<file path="src/sv/tmlp_pkg.sv">
// shared types, constants and functions of the tiny perceptron trainer
// sigmoid table built at elaboration, weights from tenths_q; no dependencies
package tmlp_pkg;

    localparam int FRAC_BITS       = 12;
    localparam int SIG_ENTRIES     = 256;
    localparam int DEF_HIDDEN      = 4;
    localparam int Q_W             = FRAC_BITS + 1;
    localparam int W_W             = 16;
    localparam int ACC_W           = 64;
    localparam int OP_W            = 32;
    localparam int LR_W            = 13;
    localparam int LR_RESET        = 2048;
    localparam int ONE_Q           = 1 << FRAC_BITS;
    localparam int SIG_SHIFT       = FRAC_BITS + 4 - $clog2(SIG_ENTRIES);
    localparam int SIG_IW          = $clog2(SIG_ENTRIES);

    localparam int HW_TENTHS [8] = '{-7, 2, 4, -6, -1, 8, 6, -4};
    localparam int OW_TENTHS [4] = '{2, -6, 5, -1};

    typedef logic [Q_W-1:0] t_sig_tab [SIG_ENTRIES];

    typedef struct packed {
        logic                   en;
        logic                   clr;
        logic signed [OP_W-1:0] opa;
        logic signed [OP_W-1:0] opb;
    } t_mac_ctl;

    typedef enum logic [4:0] {
        ST_IDLE, ST_HB, ST_HW0, ST_HW1, ST_HACT, ST_OB, ST_OW, ST_OACT,
        ST_D2A, ST_D2B, ST_D2C,
        ST_U1, ST_U2, ST_U3, ST_U4, ST_U5, ST_U6, ST_U7, ST_U8, ST_U9, ST_U10, ST_U11,
        ST_OB1, ST_OB2
    } t_state;

    // round to nearest, halves toward plus infinity
    function automatic logic signed [ACC_W-1:0] rnd_shift(
        input logic signed [ACC_W-1:0] v, input int s);
        logic signed [ACC_W-1:0] half;
        half = 64'sd1 <<< (s - 1);
        return (v + half) >>> s;
    endfunction

    // clamp to the signed weight range
    function automatic logic signed [W_W-1:0] sat16(input logic signed [ACC_W-1:0] v);
        if (v > 64'sd32767) return 16'sh7fff;
        if (v < -64'sd32768) return 16'sh8000;
        return v[W_W-1:0];
    endfunction

    // unsigned quotient by restoring shift and subtract, used for constant tables
    function automatic longint unsigned udiv(input longint unsigned n,
                                             input longint unsigned d);
        longint unsigned q;
        longint unsigned r;
        q = '0;
        r = '0;
        for (int b = 63; b >= 0; b--) begin
            r = {r[62:0], n[b]};
            if (r >= d) begin
                r    = r - d;
                q[b] = 1'b1;
            end
        end
        return q;
    endfunction

    function automatic logic signed [W_W-1:0] tenths_q(input int v);
        longint mag;
        longint q;
        mag = longint'(v < 0 ? -v : v) * longint'(ONE_Q);
        q   = longint'(udiv(64'(mag + 5), 64'd10));
        return W_W'(v < 0 ? -q : q);
    endfunction

    // sigmoid(-8 + 16k/N) via an integer exp series, Q1.FRAC_BITS
    function automatic logic [Q_W-1:0] sig_entry(input int k);
        longint          d;
        logic            neg;
        longint unsigned m, den, t, term, e, num, dv;
        longint          sum;
        d    = 16 * longint'(k) - 8 * longint'(SIG_ENTRIES);
        neg  = d < 0;
        m    = longint'(neg ? -d : d);
        den  = 16 * longint'(SIG_ENTRIES);
        t    = udiv((m << 30) + (den >> 1), den);
        term = 64'd1 << 30;
        sum  = longint'(64'd1 << 30);
        for (int i = 1; i <= 14; i++) begin
            term = udiv((term * t) >> 30, 64'(i));
            if (i % 2 == 1) sum = sum - longint'(term);
            else sum = sum + longint'(term);
        end
        e = sum < 0 ? 64'd0 : longint'(sum);
        for (int i = 0; i < 4; i++) e = (e * e + (64'd1 << 29)) >> 30;
        dv  = (64'd1 << 30) + e;
        num = neg ? (e << FRAC_BITS) : (64'd1 << (30 + FRAC_BITS));
        return Q_W'(udiv(num + (dv >> 1), dv));
    endfunction

    function automatic t_sig_tab build_sig_tab();
        t_sig_tab tab;
        for (int k = 0; k < SIG_ENTRIES; k++) tab[k] = sig_entry(k);
        return tab;
    endfunction

endpackage

</file>
<file path="src/sv/tmlp_mac.sv">
// shared multiply-accumulate unit of the trainer
// depends on tmlp_pkg for the control struct and widths
module tmlp_mac import tmlp_pkg::*; (
    input  logic                    i_clk,
    input  t_mac_ctl                i_ctl,
    output logic signed [ACC_W-1:0] o_acc
);
    logic signed [ACC_W-1:0] r_acc;
    logic signed [ACC_W-1:0] n_acc;

    // product of two 32-bit operands added to the accumulator or a fresh start
    always_comb begin
        n_acc = (i_ctl.clr ? '0 : r_acc) + ACC_W'(i_ctl.opa * i_ctl.opb);
    end

    always_ff @(posedge i_clk) begin
        if (i_ctl.en) begin
            r_acc <= n_acc;
        end
    end

    assign o_acc = r_acc;
endmodule

</file>
<file path="config.mk">
export PLATFORM = sky130hd
export DESIGN_NAME = tmlp_mac
export DESIGN_NICKNAME = d
export VERILOG_FILES = /design/src/sv/tmlp_pkg.sv /design/src/sv/tmlp_mac.sv
export SDC_FILE = /design/constraint.sdc
export NUM_CORES = 2
export LEC_CHECK = 0
export BUFFER_PORTS_ARGS = -buffer_cell sky130_fd_sc_hd__buf_2
export CAP_MARGIN = 30
export CORE_MARGIN = 4
export CORE_UTILIZATION = 35
export CTS_CLUSTER_DIAMETER = 40
export DETAILED_ROUTE_END_ITERATION = 6
export HOLD_SLACK_MARGIN = 0.15
export RECOVER_POWER = 100
export SLEW_MARGIN = 0
export SYNTH_ARGS = -nofsm -noshare
export SYNTH_HDL_FRONTEND = slang
export SYNTH_SLANG_ARGS = --single-unit
</file>
<file path="constraint.sdc">
create_clock -name i_clk -period 12.56 [get_ports i_clk]
set_clock_uncertainty 0.1 [all_clocks]
set_input_delay 1.884 -clock i_clk [delete_from_list [all_inputs] [get_ports i_clk]]
set_output_delay 1.884 -clock i_clk [all_outputs]
set_load 0.01 [all_outputs]
</file>
==> metrics.md <==
| Metric | Value |
|---|---|
| DRC errors left | `0` |
| Post-synthesis cell count | `4436` |
| Post-layout minimum cycle time | `11.51 ns` |
| Number of placement rows | `127` |
| Post-route clock period utilization | `0.9162` |
| Global router's overall resource usage | `0.1995` |
| Maximum capacitance violations | `1` |
| Most frequent cell after synthesis | `sky130_fd_sc_hd__inv_1` |
| Post-synth EDFFs | `64` |
| Post-DRT Antenna Nets | `0` |
| CP endpoint kind | `flip-flop` |
| Arrival time at the worst endpoint | `11.55 ns` |
| Final Max Slew Viols | `49` |
| First-pass GRT wire length | `193200 um` |
| Yosys synthesis warning count | `0` |
| Count of pins on the block boundary | `131` |
| Initial antenna violation count | `12` |
| Netlist area before placement | `42510 um2` |
| Clock slew at reported path FFs | `0.08 ns` |
| Start point of the worst min-delay path | `o_acc[0]` |
| Path type of the worst min-delay path | `flip-flop to flip-flop` |
| Buffers inserted by post-CTS timing repair | `0` |
| Num CTS Buffers | `9` |
| Worst setup path class | `input pin to flip-flop` |
| Violation count after the first detailed-route iteration | `1891` |
| Most used flip-flop cell after synthesis | `sky130_fd_sc_hd__edfxtp_1` |
| End point of the most critical hold path | `o_acc[0]` |
| Clock sink count | `64` |
| Actual slew at the worst max-slew pin | `3.734 ns` |
| Status | `finished with violations` |
| Final total negative setup slack | `0 ns` |
| Floorplan die area | `127100 um2` |
| Critical Path Fanout Max | `19` |
| Total of flip-flops plus latches after synthesis | `between 60 and 70` |
| Pin count of the biggest net entering global routing | `49` |
| Cells on worst reg2reg path | `26` |
| Post-cts sizing count | `0` |
| Most frequent cells after synthesis | `sky130_fd_sc_hd__inv_1 (1249), sky130_fd_sc_hd__fa_1 (1210), sky130_fd_sc_hd__nand2_1 (519), sky130_fd_sc_hd__and2_1 (510), sky130_fd_sc_hd__ha_1 (218)` |
| Final Hold Vio Count | `0` |
| Sum of net half-perimeters after detailed placement | `a little under 100000 um` |
| Synthesized area divided by synthesized cell count | `9.583 um2` |
| Ys async rst share | `0` |
| Relative slew margins | `-1.489` |
| CP Launch Type | `input pin` |
| Effective utilization at floorplan | `0.3534` |
| Number of buffers inserted by port buffering | `between 100 and 150` |
| Largest incremental delay on the critical path | `~0.97 ns` |
| Clock latency on the worst-skew pair | `0.40 ns` |
| Last weighted congestion value of the routability-driven placer | `around 0.94` |
| Area growth, synth to finish | `5.510%` |
| Area contributors post-synth | `sky130_fd_sc_hd__fa_1 (57%), sky130_fd_sc_hd__inv_1 (11%), sky130_fd_sc_hd__and2_1 (7.5%)` |
| Average vias per placed instance | `4.830` |
| Top cell type's share of synthesized area | `0.5698` |
| First drt pass iteration count | `5` |
| Vias in the first global route | `~33000` |
| Final setup vio count | `0` |
| Count of different cell masters after synthesis | `61` |
| Worst endpoint required time | `12.60 ns` |
| Number of buffers added to fix hold violations after cts | `0` |
| Core ar. | `120300 um2` |
| Area leader, netlist | `sky130_fd_sc_hd__fa_1` |
| Drt wl/cell | `20.03 um` |
| Worst R2R End | `o_acc[61]` |
| Setup slack on the worst flop-to-flop path | `between 3 and 4 ns` |
| Die Width | `356.5 um` |
| Maximum achievable frequency | `roughly 0.087 GHz` |
| Total nets after synthesis | `5931` |
| Cell with the largest stage delay on the worst path | `sky130_fd_sc_hd__clkbuf_1` |
| Max Root-Sink Buffers | `2` |
| CTS H-tree lvls | `3` |
| Layout cell share with drive strength beyond 1 | `0.03063` |
| Clock tree from TritonCTS | `done` |
| Cell count of the worst hold path | `2` |
| Failing checks | `max-capacitance violations, max-slew violations` |
| Post-Route WL | `120700 um` |
| Die extent in y | `356.5 um` |
| Unrepaired setup endpoints after global routing | `no` |
| Number of flip-flops under the largest register name | `64` |
| Number of nets in the finished design | `5897` |
| Reg-to-reg startpoint | `o_acc[16]` |
| Most repeated library cell on the critical path | `sky130_fd_sc_hd__fa_1` |
| Grt ovf | `0` |
| Via Count | `29100` |
| Root buffer cell | `sky130_fd_sc_hd__clkbuf_16` |
| Sequential-to-total area share from yosys stat | `0.04521` |
==> per-stage QoR <==
| step | hold slack (ns) | worst slack [ns] | util | area (um2) | instances |
|---|---|---|---|---|---|
| floorplan | 0.6285 | 2.329 | - | 42510 | 4436 |
| global placement | 0.5784 | 1.521 | 0.3711 | 44640 | 6002 |
| detailed placement | 0.5756 | 1.421 | 0.3713 | 44660 | 6003 |
| CTS | 0.5995 | 1.803 | 0.3742 | 45010 | 6019 |
| global route | 0.6473 | 0.7631 | 0.3728 | 44840 | 6020 |
| finish | 0.6070 | 1.053 | 0.3729 | 44850 | 6024 |
==> layout make-up <==
type,count,area [um2]
clock buffers,9,225.2
clock inverters,7,125.1
multi-input cells,2906,34980
diodes,5,12.51
repair buffers,171,884.6
well taps,1612,2017
flip-flops and latches,64,1922
fillers,12230,75430
inverters,1250,4692
==> routing by layer <==
metal / track usage / up-vias / routed length (um)
met5: 0 / - / 26
met4: 0.05429 / 4 / 3478
met3: 0.02990 / 176 / 7982
met2: 0.3364 / 1005 / 58460
met1: 0.2690 / 15500 / 50730
li1: - / 12410 / -
==> cell usage in the layout, fill, tap and decap left out, types with 6 or more instances in the layout <==
master / Yosys / routed
sky130_fd_sc_hd__inv_1: 1249 / 1248
sky130_fd_sc_hd__fa_1: 1210 / 1210
sky130_fd_sc_hd__nand2_1: 519 / 519
sky130_fd_sc_hd__and2_1: 510 / 507
sky130_fd_sc_hd__ha_1: 218 / 218
sky130_fd_sc_hd__clkbuf_1: 204 / 67
sky130_fd_sc_hd__buf_2: 4 / 64
sky130_fd_sc_hd__edfxtp_1: 64 / 64
sky130_fd_sc_hd__nor2b_1: 63 / 63
sky130_fd_sc_hd__nor2_1: 58 / 58
sky130_fd_sc_hd__xnor2_1: 57 / 57
sky130_fd_sc_hd__a21oi_1: 56 / 56
sky130_fd_sc_hd__buf_4: 1 / 39
sky130_fd_sc_hd__a21o_1: 32 / 32
sky130_fd_sc_hd__o21ai_0: 26 / 32
sky130_fd_sc_hd__xor2_1: 22 / 22
sky130_fd_sc_hd__nand2b_1: 17 / 17
sky130_fd_sc_hd__nand4_1: 15 / 15
sky130_fd_sc_hd__nand3_1: 13 / 13
sky130_fd_sc_hd__o21bai_1: 10 / 10
sky130_fd_sc_hd__clkbuf_16: 0 / 9
sky130_fd_sc_hd__a211oi_1: 7 / 8
sky130_fd_sc_hd__nor3_1: 7 / 8
sky130_fd_sc_hd__or3_1: 7 / 7
sky130_fd_sc_hd__a31oi_1: 5 / 6
==> worst max path at each step <==
| stage | start | endpoint | cells after the start | slack, ns |
|---|---|---|---|---|
| global route | i_ctl[64] | o_acc[60] | 29 | 0.76 |
| detailed placement | i_ctl[63] | o_acc[60] | 25 | 1.42 |
| global placement | i_ctl[63] | o_acc[60] | 25 | 1.52 |
| finish | i_ctl[64] | o_acc[60] | 29 | 1.05 |
| CTS | i_ctl[63] | o_acc[62] | 25 | 1.80 |
| floorplan | i_ctl[0] | o_acc[57] | 26 | 2.33 |
==> worst max-delay path: cells and delay by family <==
kind | cells | cell delay [ns]
adder cells (fa/ha/maj) | 9 | 4.46
AO/OA/AOI/OAI | 7 | 2.57
buffers and inverters | 8 | 1.72
AND/OR/NAND/NOR | 4 | 0.78
XOR/XNOR | 1 | 0.07
==> cell families after synthesis <==
kind of cell / after synthesis / synth area share
buf+inv: 1466 / 0.1303
fa+ha+maj: 1428 / 0.6340
simple gates: 1218 / 0.1452
compound gates: 181 / 0.02908
xor+xnor: 79 / 0.01628
flops: 64 / 0.04521
Power is not shown: default switching activity piles up to over one toggle a cycle in this logic, so the estimate is an artifact.
